`src/rtl/core/smcc_pkg.sv`:
```
`default_nettype none
// ----------------------------------------------------------------------------
// smcc_pkg: shared definitions of the solar charge controller
// Stage, event and action codes, register indexes, reset levels and the
// stage transition and action table.
// ----------------------------------------------------------------------------
package smcc_pkg;

  localparam int STAGE_W = 3;
  localparam int EVENT_W = 3;
  localparam int ACT_W   = 3;
  localparam int CFG_IDX_W = 3;
  localparam int STEP_W  = 8;

  localparam int DUTY_MAX_DEF    = 630;
  localparam int DUTY_MIN_DEF    = 10;
  localparam int SAMPLE_BITS_DEF = 12;
  localparam int DUTY_RESET      = 320;
  localparam int STEP_CAP        = 64;

  localparam int VSOL_OK_RESET   = 776;
  localparam int VBAT_LOW_RESET  = 3240;
  localparam int VBAT_OK_RESET   = 3447;
  localparam int VBAT_HIGH_RESET = 4054;
  localparam int TOP_TGT_RESET   = 3916;
  localparam int FLT_TGT_RESET   = 3723;
  localparam int IBAT_LOW_RESET  = 81;

  localparam logic [STAGE_W-1:0] ST_START   = 3'd0;
  localparam logic [STAGE_W-1:0] ST_IDLE    = 3'd1;
  localparam logic [STAGE_W-1:0] ST_MPPT    = 3'd2;
  localparam logic [STAGE_W-1:0] ST_TOPPING = 3'd3;
  localparam logic [STAGE_W-1:0] ST_FLOAT   = 3'd4;

  localparam logic [EVENT_W-1:0] EV_VBAT_LOW  = 3'd0;
  localparam logic [EVENT_W-1:0] EV_VBAT_OK   = 3'd1;
  localparam logic [EVENT_W-1:0] EV_VBAT_HIGH = 3'd2;
  localparam logic [EVENT_W-1:0] EV_VSOL_LOW  = 3'd3;
  localparam logic [EVENT_W-1:0] EV_VSOL_OK   = 3'd4;
  localparam logic [EVENT_W-1:0] EV_IBAT_LOW  = 3'd5;
  localparam logic [EVENT_W-1:0] EV_NONE      = 3'd6;

  localparam logic [ACT_W-1:0] ACT_NONE     = 3'd0;
  localparam logic [ACT_W-1:0] ACT_LOAD_ON  = 3'd1;
  localparam logic [ACT_W-1:0] ACT_LOAD_OFF = 3'd2;
  localparam logic [ACT_W-1:0] ACT_PWM_ON   = 3'd3;
  localparam logic [ACT_W-1:0] ACT_PWM_OFF  = 3'd4;

  localparam logic [CFG_IDX_W-1:0] REG_VSOL_OK   = 3'd0;
  localparam logic [CFG_IDX_W-1:0] REG_VBAT_LOW  = 3'd1;
  localparam logic [CFG_IDX_W-1:0] REG_VBAT_OK   = 3'd2;
  localparam logic [CFG_IDX_W-1:0] REG_VBAT_HIGH = 3'd3;
  localparam logic [CFG_IDX_W-1:0] REG_TOP_TGT   = 3'd4;
  localparam logic [CFG_IDX_W-1:0] REG_FLT_TGT   = 3'd5;
  localparam logic [CFG_IDX_W-1:0] REG_IBAT_LOW  = 3'd6;

  typedef struct packed {
    logic vb_ge_ok;
    logic vb_lt_low;
    logic vb_ge_high;
    logic vs_ge_ok;
    logic ib_lt_low;
  } cmp_t;

  typedef struct packed {
    logic [EVENT_W-1:0] event_code;
    logic [ACT_W-1:0]   act;
    logic [STAGE_W-1:0] next_stage;
  } decision_t;

  function automatic logic [ACT_W+STAGE_W-1:0] table_cell(
    input logic [STAGE_W-1:0] stage,
    input logic [EVENT_W-1:0] ev
  );
    logic [ACT_W+STAGE_W-1:0] c;
    c = {ACT_NONE, ST_START};
    unique case (stage)
      ST_IDLE: begin
        priority case (ev)
          EV_VBAT_LOW: c = {ACT_LOAD_OFF, ST_START};
          EV_VSOL_OK:  c = {ACT_PWM_ON, ST_MPPT};
          default:     c = {ACT_NONE, ST_IDLE};
        endcase
      end
      ST_MPPT: begin
        priority case (ev)
          EV_VBAT_LOW:  c = {ACT_LOAD_OFF, ST_MPPT};
          EV_VBAT_OK:   c = {ACT_LOAD_ON, ST_MPPT};
          EV_VBAT_HIGH: c = {ACT_NONE, ST_TOPPING};
          EV_VSOL_LOW:  c = {ACT_PWM_OFF, ST_IDLE};
          default:      c = {ACT_NONE, ST_MPPT};
        endcase
      end
      ST_TOPPING: begin
        priority case (ev)
          EV_VBAT_LOW: c = {ACT_LOAD_OFF, ST_MPPT};
          EV_VSOL_LOW: c = {ACT_PWM_OFF, ST_IDLE};
          EV_IBAT_LOW: c = {ACT_NONE, ST_FLOAT};
          default:     c = {ACT_NONE, ST_TOPPING};
        endcase
      end
      ST_FLOAT: begin
        priority case (ev)
          EV_VBAT_LOW: c = {ACT_LOAD_OFF, ST_MPPT};
          EV_VSOL_LOW: c = {ACT_PWM_OFF, ST_IDLE};
          default:     c = {ACT_NONE, ST_FLOAT};
        endcase
      end
      default: begin
        priority case (ev)
          EV_VBAT_OK: c = {ACT_LOAD_ON, ST_IDLE};
          EV_VSOL_OK: c = {ACT_PWM_ON, ST_MPPT};
          default:    c = {ACT_NONE, ST_START};
        endcase
      end
    endcase
    return c;
  endfunction

endpackage
`default_nettype wire

```
`src/rtl/core/solar_mppt_charge_controller_unit.sv`:
```
`default_nettype none
// ----------------------------------------------------------------------------
// solar_mppt_charge_controller_unit: battery charge controller with MPPT
// Takes one averaged measurement set per transfer and returns the new
// charge stage, the chosen event, the PWM duty and the enable flags.
// ----------------------------------------------------------------------------
// Usage:
//   Item channel (item_valid/item_ready) carries solar and battery voltage
//   and current. Result channel (result_valid/result_ready) returns stage,
//   event, duty, PWM and load enables and the limit flag, one per item.
//   Config channel (cfg_valid/cfg_ready) writes threshold registers by
//   cfg_index; cfg_ready is always high. Write only while the block is idle.
// Pipeline and throughput:
//   Three register stages: input capture, product register (incremental
//   conductance cross products), result register; an item passes all three
//   before its result is valid. One item per cycle while results are taken;
//   the stage, duty and enable feedback closes within the last stage.
// Reset:
//   Start stage, duty 320, PWM and load off, previous sample zero, all
//   thresholds at their defaults, pipeline empty.
// Stall:
//   When a result waits and result_ready is low the pipeline holds; item_ready
//   drops once all three stages are full.
// ----------------------------------------------------------------------------
module solar_mppt_charge_controller_unit #(
  parameter int DUTY_MAX    = smcc_pkg::DUTY_MAX_DEF,
  parameter int DUTY_MIN    = smcc_pkg::DUTY_MIN_DEF,
  parameter int SAMPLE_BITS = smcc_pkg::SAMPLE_BITS_DEF,
  localparam int W      = SAMPLE_BITS,
  localparam int DUTY_W = $clog2(DUTY_MAX + 1)
) (
  input  logic                          clk,
  input  logic                          rst,
  input  logic                          item_valid,
  output logic                          item_ready,
  input  logic [W-1:0]                  solar_voltage,
  input  logic [W-1:0]                  solar_current,
  input  logic [W-1:0]                  battery_voltage,
  input  logic [W-1:0]                  battery_current,
  output logic                          result_valid,
  input  logic                          result_ready,
  output logic [smcc_pkg::STAGE_W-1:0]  charge_stage,
  output logic [smcc_pkg::EVENT_W-1:0]  event_code,
  output logic [DUTY_W-1:0]             duty_count,
  output logic                          pwm_enabled,
  output logic                          load_enabled,
  output logic                          limit_hit,
  input  logic                          cfg_valid,
  output logic                          cfg_ready,
  input  logic [smcc_pkg::CFG_IDX_W-1:0] cfg_index,
  input  logic [W-1:0]                  cfg_data
);

  localparam int PW = 2 * W + 2;
  localparam int SW = PW + 1;
  localparam int DW = DUTY_W + 2;
  localparam int SP = smcc_pkg::STEP_W;

  // configuration registers
  logic [W-1:0] vsol_ok_level, vbat_low_level, vbat_ok_level, vbat_high_level;
  logic [W-1:0] topping_target, float_target, ibat_low_level;

  assign cfg_ready = 1'b1;

  always_ff @(posedge clk) begin
    if (rst) begin
      vsol_ok_level   <= W'(smcc_pkg::VSOL_OK_RESET);
      vbat_low_level  <= W'(smcc_pkg::VBAT_LOW_RESET);
      vbat_ok_level   <= W'(smcc_pkg::VBAT_OK_RESET);
      vbat_high_level <= W'(smcc_pkg::VBAT_HIGH_RESET);
      topping_target  <= W'(smcc_pkg::TOP_TGT_RESET);
      float_target    <= W'(smcc_pkg::FLT_TGT_RESET);
      ibat_low_level  <= W'(smcc_pkg::IBAT_LOW_RESET);
    end else if (cfg_valid && cfg_ready) begin
      unique case (cfg_index)
        smcc_pkg::REG_VSOL_OK:   vsol_ok_level   <= cfg_data;
        smcc_pkg::REG_VBAT_LOW:  vbat_low_level  <= cfg_data;
        smcc_pkg::REG_VBAT_OK:   vbat_ok_level   <= cfg_data;
        smcc_pkg::REG_VBAT_HIGH: vbat_high_level <= cfg_data;
        smcc_pkg::REG_TOP_TGT:   topping_target  <= cfg_data;
        smcc_pkg::REG_FLT_TGT:   float_target    <= cfg_data;
        smcc_pkg::REG_IBAT_LOW:  ibat_low_level  <= cfg_data;
        default: ;
      endcase
    end
  end

  // pipeline flow control
  logic s1_valid, s2_valid;
  logic out_free, s1_adv, s2_adv, item_xfer;

  assign out_free   = !result_valid || result_ready;
  assign s2_adv     = s2_valid && out_free;
  assign s1_adv     = s1_valid && (!s2_valid || out_free);
  assign item_ready = !s1_valid || !s2_valid || out_free;
  assign item_xfer  = item_valid && item_ready;

  always_ff @(posedge clk) begin
    if (rst) begin
      s1_valid     <= 1'b0;
      s2_valid     <= 1'b0;
      result_valid <= 1'b0;
    end else begin
      if (item_xfer)   s1_valid <= 1'b1;
      else if (s1_adv) s1_valid <= 1'b0;
      if (s1_adv)      s2_valid <= 1'b1;
      else if (s2_adv) s2_valid <= 1'b0;
      if (s2_adv)            result_valid <= 1'b1;
      else if (result_ready) result_valid <= 1'b0;
    end
  end

  // input capture and previous solar sample
  logic [W-1:0] prev_solar_voltage, prev_solar_current;
  logic [W-1:0] s1_vs, s1_is, s1_vb, s1_ib, s1_pvs, s1_pis;

  always_ff @(posedge clk) begin
    if (rst) begin
      prev_solar_voltage <= '0;
      prev_solar_current <= '0;
    end else if (item_xfer) begin
      prev_solar_voltage <= solar_voltage;
      prev_solar_current <= solar_current;
    end
  end

  always_ff @(posedge clk) begin
    if (item_xfer) begin
      s1_vs  <= solar_voltage;
      s1_is  <= solar_current;
      s1_vb  <= battery_voltage;
      s1_ib  <= battery_current;
      s1_pvs <= prev_solar_voltage;
      s1_pis <= prev_solar_current;
    end
  end

  // stage 1: differences, cross products, compares, target steps
  function automatic logic signed [SP-1:0] cap_step(input logic signed [W:0] err);
    logic signed [SP-1:0] r;
    if (err > $signed((W + 1)'(smcc_pkg::STEP_CAP))) begin
      r = SP'(smcc_pkg::STEP_CAP);
    end else if (err < -$signed((W + 1)'(smcc_pkg::STEP_CAP))) begin
      r = -SP'(smcc_pkg::STEP_CAP);
    end else begin
      r = err[SP-1:0];
    end
    return r;
  endfunction

  logic signed [W:0]    dv, di;
  logic signed [PW-1:0] prod_div, prod_idv;
  smcc_pkg::cmp_t       cmp_next;

  always_comb begin
    dv       = $signed({1'b0, s1_vs}) - $signed({1'b0, s1_pvs});
    di       = $signed({1'b0, s1_is}) - $signed({1'b0, s1_pis});
    prod_div = PW'(di * $signed({1'b0, s1_vs}));
    prod_idv = PW'($signed({1'b0, s1_is}) * dv);
    cmp_next.vb_ge_ok   = s1_vb >= vbat_ok_level;
    cmp_next.vb_lt_low  = s1_vb < vbat_low_level;
    cmp_next.vb_ge_high = s1_vb >= vbat_high_level;
    cmp_next.vs_ge_ok   = s1_vs >= vsol_ok_level;
    cmp_next.ib_lt_low  = s1_ib < ibat_low_level;
  end

  logic signed [PW-1:0] s2_prod_div, s2_prod_idv;
  logic                 s2_dv_zero, s2_dv_neg, s2_di_zero, s2_di_neg, s2_v_zero;
  logic signed [SP-1:0] s2_top_step, s2_flt_step;
  smcc_pkg::cmp_t       s2_cmp;

  always_ff @(posedge clk) begin
    if (s1_adv) begin
      s2_prod_div <= prod_div;
      s2_prod_idv <= prod_idv;
      s2_dv_zero  <= dv == '0;
      s2_dv_neg   <= dv[W];
      s2_di_zero  <= di == '0;
      s2_di_neg   <= di[W];
      s2_v_zero   <= s1_vs == '0;
      s2_top_step <= cap_step($signed({1'b0, topping_target}) - $signed({1'b0, s1_vb}));
      s2_flt_step <= cap_step($signed({1'b0, float_target}) - $signed({1'b0, s1_vb}));
      s2_cmp      <= cmp_next;
    end
  end

  // stage 2: transition, duty step, clamp
  logic [smcc_pkg::STAGE_W-1:0] stage_reg;
  logic [DUTY_W-1:0]            duty_reg;
  logic                         pwm_on_flag, load_on_flag;
  smcc_pkg::decision_t          dec;

  smcc_ctrl u_ctrl (
    .stage (stage_reg),
    .cmp   (s2_cmp),
    .dec   (dec)
  );

  logic signed [SW-1:0] ic_sum;
  logic                 ic_step, ic_up;
  logic signed [SP-1:0] delta;
  logic signed [DW-1:0] duty_sum;
  logic [DUTY_W-1:0]    duty_next;
  logic                 hit_next, pwm_next, load_next;

  always_comb begin
    ic_sum = SW'(s2_prod_div) + SW'(s2_prod_idv);
    priority if (s2_dv_zero) begin
      ic_step = !s2_di_zero;
      ic_up   = s2_di_neg;
    end else if (s2_v_zero) begin
      ic_step = !s2_di_zero;
      ic_up   = s2_di_neg == s2_dv_neg;
    end else begin
      ic_step = ic_sum != '0;
      ic_up   = ic_sum[SW-1] == s2_dv_neg;
    end

    unique case (dec.next_stage)
      smcc_pkg::ST_MPPT:    delta = !ic_step ? '0 : (ic_up ? SP'(1) : -SP'(1));
      smcc_pkg::ST_TOPPING: delta = s2_top_step;
      smcc_pkg::ST_FLOAT:   delta = s2_flt_step;
      default:              delta = '0;
    endcase

    duty_sum  = $signed({2'b00, duty_reg}) + DW'(delta);
    duty_next = duty_reg;
    hit_next  = 1'b0;
    if (delta != '0) begin
      duty_next = duty_sum[DUTY_W-1:0];
      if (duty_sum >= $signed(DW'(DUTY_MAX))) begin
        duty_next = DUTY_W'(DUTY_MAX);
        hit_next  = 1'b1;
      end
      if (duty_sum <= $signed(DW'(DUTY_MIN))) begin
        duty_next = DUTY_W'(DUTY_MIN);
        hit_next  = 1'b1;
      end
    end

    pwm_next  = pwm_on_flag;
    load_next = load_on_flag;
    unique case (dec.act)
      smcc_pkg::ACT_LOAD_ON:  load_next = 1'b1;
      smcc_pkg::ACT_LOAD_OFF: load_next = 1'b0;
      smcc_pkg::ACT_PWM_ON:   pwm_next  = 1'b1;
      smcc_pkg::ACT_PWM_OFF:  pwm_next  = 1'b0;
      default: ;
    endcase
  end

  always_ff @(posedge clk) begin
    if (rst) begin
      stage_reg    <= smcc_pkg::ST_START;
      duty_reg     <= DUTY_W'(smcc_pkg::DUTY_RESET);
      pwm_on_flag  <= 1'b0;
      load_on_flag <= 1'b0;
    end else if (s2_adv) begin
      stage_reg    <= dec.next_stage;
      duty_reg     <= duty_next;
      pwm_on_flag  <= pwm_next;
      load_on_flag <= load_next;
    end
  end

  always_ff @(posedge clk) begin
    if (s2_adv) begin
      charge_stage <= dec.next_stage;
      event_code   <= dec.event_code;
      duty_count   <= duty_next;
      pwm_enabled  <= pwm_next;
      load_enabled <= load_next;
      limit_hit    <= hit_next;
    end
  end

  // checks
  a_duty_range: assert property (@(posedge clk) disable iff (rst)
    result_valid |-> (duty_count >= DUTY_W'(DUTY_MIN)) && (duty_count <= DUTY_W'(DUTY_MAX)))
    else $error("duty outside its range");

  a_hit_at_limit: assert property (@(posedge clk) disable iff (rst)
    (result_valid && limit_hit) |->
      (duty_count == DUTY_W'(DUTY_MAX)) || (duty_count == DUTY_W'(DUTY_MIN)))
    else $error("limit flag without duty at a limit");

  a_capture: assert property (@(posedge clk) disable iff (rst)
    item_xfer |=> s1_valid)
    else $error("accepted item not captured");

  a_state_mirror: assert property (@(posedge clk) disable iff (rst)
    s2_adv |=> (charge_stage == stage_reg) && (duty_count == duty_reg))
    else $error("result does not match controller state");

endmodule
`default_nettype wire

```
`src/rtl/core/smcc_ctrl.sv`:
```
`default_nettype none
// ----------------------------------------------------------------------------
// smcc_ctrl: event choice and stage transition
// Picks the event of the current stage from the threshold compares and
// looks up the action and the next stage.
// ----------------------------------------------------------------------------
module smcc_ctrl (
  input  logic [smcc_pkg::STAGE_W-1:0] stage,
  input  smcc_pkg::cmp_t               cmp,
  output smcc_pkg::decision_t          dec
);

  logic [smcc_pkg::EVENT_W-1:0] ev;

  always_comb begin
    ev = smcc_pkg::EV_NONE;
    unique case (stage)
      smcc_pkg::ST_START: begin
        priority if (cmp.vb_ge_ok) ev = smcc_pkg::EV_VBAT_OK;
        else if (cmp.vs_ge_ok)     ev = smcc_pkg::EV_VSOL_OK;
      end
      smcc_pkg::ST_IDLE: begin
        priority if (cmp.vb_lt_low) ev = smcc_pkg::EV_VBAT_LOW;
        else if (cmp.vs_ge_ok)      ev = smcc_pkg::EV_VSOL_OK;
      end
      smcc_pkg::ST_MPPT: begin
        priority if (cmp.vb_ge_high) ev = smcc_pkg::EV_VBAT_HIGH;
        else if (!cmp.vs_ge_ok)      ev = smcc_pkg::EV_VSOL_LOW;
        else if (cmp.vb_ge_ok)       ev = smcc_pkg::EV_VBAT_OK;
        else if (cmp.vb_lt_low)      ev = smcc_pkg::EV_VBAT_LOW;
      end
      smcc_pkg::ST_TOPPING: begin
        priority if (cmp.ib_lt_low) ev = smcc_pkg::EV_IBAT_LOW;
        else if (!cmp.vs_ge_ok)     ev = smcc_pkg::EV_VSOL_LOW;
        else if (cmp.vb_lt_low)     ev = smcc_pkg::EV_VBAT_LOW;
      end
      smcc_pkg::ST_FLOAT: begin
        priority if (cmp.vb_lt_low) ev = smcc_pkg::EV_VBAT_LOW;
        else if (!cmp.vs_ge_ok)     ev = smcc_pkg::EV_VSOL_LOW;
      end
      default: ev = smcc_pkg::EV_NONE;
    endcase
  end

  always_comb begin
    dec.event_code = ev;
    {dec.act, dec.next_stage} = smcc_pkg::table_cell(stage, ev);
  end

endmodule
`default_nettype wire

```
`config.mk`:
```
export PLATFORM = sky130hd
export DESIGN_NAME = solar_mppt_charge_controller_unit
export DESIGN_NICKNAME = d
export VERILOG_FILES = /design/src/rtl/core/smcc_pkg.sv /design/src/rtl/core/solar_mppt_charge_controller_unit.sv /design/src/rtl/core/smcc_ctrl.sv
export SDC_FILE = /design/constraint.sdc
export NUM_CORES = 1
export LEC_CHECK = 0
export BUFFER_PORTS_ARGS = -buffer_cell sky130_fd_sc_hd__buf_2
export CAP_MARGIN = 40
export CORE_MARGIN = 2
export CORE_UTILIZATION = 59
export CTS_BUF_LIST = sky130_fd_sc_hd__clkbuf_2
export CTS_CLUSTER_SIZE = 24
export DETAILED_ROUTE_END_ITERATION = 10
export PLACE_DENSITY = 0.8
export SLEW_MARGIN = 10
export SYNTH_ARGS = -nofsm -noshare
export SYNTH_HDL_FRONTEND = slang
export SYNTH_SLANG_ARGS = --single-unit
```
`constraint.sdc`:
```
create_clock -name clk -period 8.2 [get_ports clk]
set_clock_uncertainty 0.15 [all_clocks]
set_input_delay 0.82 -clock clk [delete_from_list [all_inputs] [get_ports clk]]
set_output_delay 0.82 -clock clk [all_outputs]
set_load 0.01 [all_outputs]
```
==> results.py, run 1 <==
metrics = {
    "clocking": {
        "cts_tree": "yes",
        "ctsHtreeMaxLevel": 3,
        "cts_made_buffers": 75,
        "insertion_delay_ns": 1.03,
        "root_buffer": "clkbuf_2",
        "clk_pin_slew_ns": 0.11,
        "cts.sinks": 295,
        "clockBufferDepth": 3,
    },
    "grt": {
        "overflow": 0,
        "grt_pass1_wl_um": 114000,
        "grt_max_degree": 78,
        "grt.total_usage": 0.2970,
        "grt_antenna_before_repair": 2,
        "grt_pass1_vias": 22812,
    },
    "sta": {
        "min_period_ns": 7.912,
        "tightest_slew_ns": 0.9448,
        "drv_slew": 0,
        "finalSetupViolations": 0,
        "holdWs_ns": 0.1451,
        "final_hold_viol_count": 0,
        "max_freq_mhz": 126.4,
        "max_slew_margin": 0.3701,
        "min_period_over_period": 0.9649,
        "tns_ns": 0,
        "rsz0062_at_grt": "true",
    },
    "worst_setup_path": {
        "cp_max_fo": 5,
        "cp-end-kind": "flop",
        "startpoint_type": "flop",
        "path_class": "reg -> reg",
        "cp_slowest_cell": "fa_1",
        "critPathArrivalTime_ns": 8.47,
        "slowest_delay_ns": 0.59,
        "critPathRequiredTime_ns": 8.76,
    },
    "synthesis": {
        "netlist_instances": 2967,
        "synthDistinctLibCells": 95,
        "syn_nets": 3598,
        "yosys_most_used_dff": "edfxtp_1",
        "synth_area_um2": 27630,
        "async_reset_ff_frac": 0,
        "synth_warnings": 0,
        "synth_seq_cells": 295,
        "synth_edf_count": 169,
        "avgSynthCellArea_um2": 9.314,
        "ys_seq_area_frac": 0.2749,
    },
    "floorplan": {
        "chipWidth_um": 220.4,
        "die_h_um": 220.4,
        "dieArea_um2": 48590,
        "top_level_ports": 90,
        "rows": 79,
        "coreArea_um2": 46360,
        "start_util": 0.5961,
    },
    "place": {
        "dpl_cell_area_um2": 29030,
        "dpl.hpwl_um": 52690,
        "gp_congestion": 0.9227,
        "port-buffer-count": 88,
    },
    "run": {
        "maxCapViolCount": 0,
    },
    "layout": {
        "drive_above_1_share": 0.1129,
        "syn_to_final_growth_pct": 10.88,
        "fin_nets": 3807,
        "mostFrequentLayoutCells": "inv_1, nand2_1, ha_1",
        "final_cell_area_um2": 30640,
        "layout.cells.most_common": "inv_1",
        "top_regs": "s2_prod_div (26), s2_prod_idv (26)",
    },
    "detailed_routing": {
        "vias_per_cell": 5.775,
        "final_antenna_net_count": 0,
        "vias": 22189,
        "drc_errors": 0,
        "dr.pass1.iters": 6,
        "wl_per_cell_um": 18.34,
        "initialDrtViolationCount": 1647,
        "drt-total-wl_um": 70450,
    },
    "min_path": {
        "min_path_type": "in -> reg",
    },
    "status": {
        "status": "finished clean",
    },
}
## cells in the mapped netlist (all sizes together) (5+ instances only)
master | n | area, µm²
o21ai | 80 | 415.4
and2 | 119 | 744.5
or4 | 6 | 48.80
or2 | 8 | 50.06
and3 | 15 | 93.84
o31a | 7 | 61.31
a21oi | 174 | 885.9
o31ai | 11 | 101.3
nand4 | 6 | 37.54
nor2 | 125 | 471.7
or3 | 11 | 68.82
mux2i | 17 | 170.2
fa | 264 | 5285
a221o | 6 | 60.06
edfxtp | 169 | 5075
nor3 | 35 | 175.2
nor3b | 12 | 90.09
nor4 | 13 | 81.33
o41ai | 5 | 43.79
o21bai | 19 | 142.6
nor2b | 47 | 294.0
a211o | 7 | 61.31
clkbuf | 88 | 330.3
ha | 299 | 3741
a21o | 63 | 473.0
a221oi | 5 | 50.04
xor2 | 25 | 219.0
nand2b | 38 | 237.7
xnor2 | 61 | 534.3
o21a | 8 | 60.06
o22ai | 6 | 37.54
a211oi | 23 | 185.2
inv | 467 | 1753
nand2 | 415 | 1558
o32ai | 5 | 70.08
dfxtp | 126 | 2522
buf | 12 | 68.81
nand3 | 37 | 185.2
o211ai | 38 | 285.3
a21boi | 19 | 142.6
a31oi | 14 | 108.9
## layer usage
layer / vias up / GRT usage / routed length (µm)
li1: 10303 / - / -
met1: 10724 / 0.3899 / 29850
met2: 958 / 0.4948 / 32790
met3: 202 / 0.04784 / 5329
met4: 2 / 0.1150 / 2459
met5: - / 0 / 15
## final timing paths
check                                           start            endpoint  slack, ns  cells after the start
worst min-delay path                     cfg_index[1]  vbat_high_level[0]       0.15                      4
worst max-delay path                         s1_vs[0]     s2_prod_idv[25]       0.29                     36
worst max register to register               s1_vs[0]     s2_prod_idv[25]       0.29                     36
worst min register to register  prev_solar_voltage[8]           s1_pvs[8]       0.24                      0
## through the flow
stage / setup slack, ns / instances / utilization
5_1_grt: -0.08891 / 3842 / 0.6610
3_5_place_dp: -0.1427 / 3630 / 0.6263
2_1_floorplan: 0.02008 / 2967 / -
4_1_cts: -0.03015 / 3828 / 0.6559
6_report: 0.2881 / 3842 / 0.6610
3_3_place_gp: 0.09081 / 3622 / 0.6239
## cell families after synthesis
logic type	after synthesis	synth area share
buf+inv	568	0.07801
other cells	1	0.0001357
mux	19	0.007108
fa+ha+maj	563	0.3266
flops	295	0.2749
xor+xnor	86	0.02726
compound gates	535	0.1320
simple gates	900	0.1539
## area by class of cell
type	count	area, µm²
clock buffers	110	550.5
repair buffers	232	1732
fillers	3510	15720
multi-input cells	2104	18070
flip-flops and latches	295	7597
clock inverters	25	175.2
diodes	1	2.502
inverters	468	1758
well taps	607	759.5
## what timing repair did
item / CTS / global route
pin swaps: 0 / 36
hold buffers: 63 / 0
setup endpoints to repair: 3 / 10
buffers inserted: 0 / 13
endpoints found under the hold margin: 156 / 0
gates resized for setup: 3 / 40
## worst max-delay path, delay by kind of cell (launching register included)
family                   cells  cell delay [ns]
AO/OA/AOI/OAI               13             2.04
XOR/XNOR                     2             0.25
adder cells (fa/ha/maj)      9             3.88
buffers and inverters        8             0.49
flip-flops                   1             0.41
AND/OR/NAND/NOR              4             0.44
Power of run 1 is left out: the tool's default activity adds up to more than one toggle a clock period on the data nets, which glitch-free logic cannot reach.
==> inputs of run 2 (changes only) <==
- CORE_UTILIZATION: 59 -> 60
- PLACE_DENSITY: 0.8 -> 0.78
- clock period: 8.2 -> 8.5 ns (I/O delays scaled with it)
==> run 2 against run 1 <==
  * Worst setup slack better by 0.11 ns
  * Sequential share of layout area is 0.077 points higher
  * Clock-buffer cell count is 7 higher
  * Critical endpoint unchanged
  * Cell count is 0.23% lower
  * Non-clock buffer count is 10 lower
  * Critical path depth stayed put
==> results.py, run 2 (synthesis results as in run 1) <==
metrics = {
    "clocking": {
        "clockBufferDepth": 3,
        "clk_pin_slew_ns": 0.11,
        "cts.sinks": 295,
        "root_buffer": "clkbuf_2",
        "insertion_delay_ns": 1.03,
        "cts_made_buffers": 75,
        "cts_tree": "yes",
        "ctsHtreeMaxLevel": 3,
    },
    "sta": {
        "max_slew_margin": 0.3714,
        "worst_slack_ns": 0.3986,
        "final_hold_viol_count": 0,
        "min_period_over_period": 0.9531,
        "max_freq_mhz": 123.4,
        "tightest_slew_ns": 0.9418,
        "finalSetupViolations": 0,
        "min_period_ns": 8.101,
        "drv_slew": 0,
    },
    "layout": {
        "layout.cells.most_common": "inv_1",
        "fin_nets": 3797,
        "top_regs": "s2_prod_div (26), s2_prod_idv (26)",
        "fin_cells": 3833,
        "drive_above_1_share": 0.1059,
        "finalCoreUtilization": 0.6731,
        "syn_to_final_growth_pct": 10.54,
        "mostFrequentLayoutCells": "inv_1, nand2_1, ha_1",
    },
    "detailed_routing": {
        "vias": 22057,
        "dr.pass1.iters": 7,
        "initialDrtViolationCount": 1681,
        "drc_errors": 0,
        "wl_per_cell_um": 18.18,
        "vias_per_cell": 5.755,
        "drt-total-wl_um": 69700,
        "final_antenna_net_count": 0,
    },
    "floorplan": {
        "coreArea_um2": 45380,
        "top_level_ports": 90,
        "dieArea_um2": 47790,
        "die_h_um": 218.6,
        "chipWidth_um": 218.6,
        "rows": 78,
        "start_util": 0.6089,
    },
    "worst_setup_path": {
        "cp-end-kind": "flop",
        "cp_max_fo": 5,
        "critPathArrivalTime_ns": 8.71,
        "path_class": "reg -> reg",
        "slowest_delay_ns": 0.58,
        "startpoint_type": "flop",
        "cp_top_family": "adder cells",
        "path_buf_inv": 8,
        "cp_slowest_cell": "fa_1",
        "r2r_slack_ns": 0.40,
        "critPathRequiredTime_ns": 9.11,
    },
    "place": {
        "place_ws_ns": -0.2523,
        "dpl.hpwl_um": 52610,
        "gp_congestion": 0.9722,
        "port-buffer-count": 88,
        "placed_cells_incl_taps": 3614,
    },
    "grt": {
        "overflow": 0,
        "grt_antenna_before_repair": 3,
        "grt.total_usage": 0.3014,
        "grt_max_degree": 79,
        "grt_pass1_vias": 22715,
        "grt_pass1_wl_um": 114000,
    },
    "min_path": {
        "min_path_type": "in -> reg",
    },
    "run": {
        "maxCapViolCount": 0,
    },
    "status": {
        "status": "finished clean",
    },
}
## run 2: changes by cell type in the layout (fill, tap and decap cells not counted), sizes merged
cell	delta
diode	+4
dlygate4sd3	-1
buf	-9
inv	+1
clkinvlp	+2
clkbuf	+7
bufinv	+2
clkinv	-8
## run 2: timing repair
| item | CTS | global route |
|---|---|---|
| resized for setup | 3 | 17 |
| buffers inserted | 1 | 10 |
| pin swaps | 1 | 14 |
| hold buffers | 62 | 0 |
| endpoints found under the setup margin | 2 | 15 |
| endpoints found under the hold margin | 146 | 0 |
| cloned | 0 | 0 |
## run 2: stage by stage
step,instance area [µm²],hold slack [ns],setup TNS [ns]
detailed placement,28920,0.2671,-0.3524
finish,30550,0.1409,0
global route,30540,0.05060,-0.03459
CTS,30350,0.07248,0
floorplan,27640,0.2581,0
global placement,28830,0.2619,0
## run 2: worst register-to-register path: cells and delay by family, from the launching register on
family / cells / cell delay [ns]
AND/OR/NAND/NOR: 4 / 0.52
AO/OA/AOI/OAI: 13 / 1.94
XOR/XNOR: 2 / 0.28
buffers and inverters: 8 / 0.57
adder cells (fa/ha/maj): 9 / 3.99
flip-flops: 1 / 0.41
## run 2: final timing paths
| path | depth (start not counted) | endpoint | start |
|---|---|---|---|
| max reg2reg | 36 | s2_prod_idv[25] | s1_vs[0] |
| min reg2reg | 0 | s1_pis[7] | prev_solar_current[7] |
| max | 36 | s2_prod_idv[25] | s1_vs[0] |
| min | 3 | stage_reg[2] | rst |
## run 2: final cells by class
| class | count | area, µm² |
|---|---|---|
| clock inverter | 22 | 202.7 |
| timing repair buffer | 222 | 1669 |
| multi-input combinational | 2104 | 17970 |
| inverter | 468 | 1758 |
| sequential | 295 | 7597 |
| tap | 600 | 750.7 |
| antenna | 5 | 12.51 |
| clock buffer | 117 | 585.6 |
| fill | 3505 | 14840 |
## run 2: metal layers
layer  global-route usage  vias up  share of wire
met5                    0        -              0
met4              0.08866        0          0.026
met3              0.06221      147          0.079
met2               0.4986      974           0.47
met1               0.4003    10628           0.42
li1                     -    10308              -
Power of run 2 is left out for the same reason.
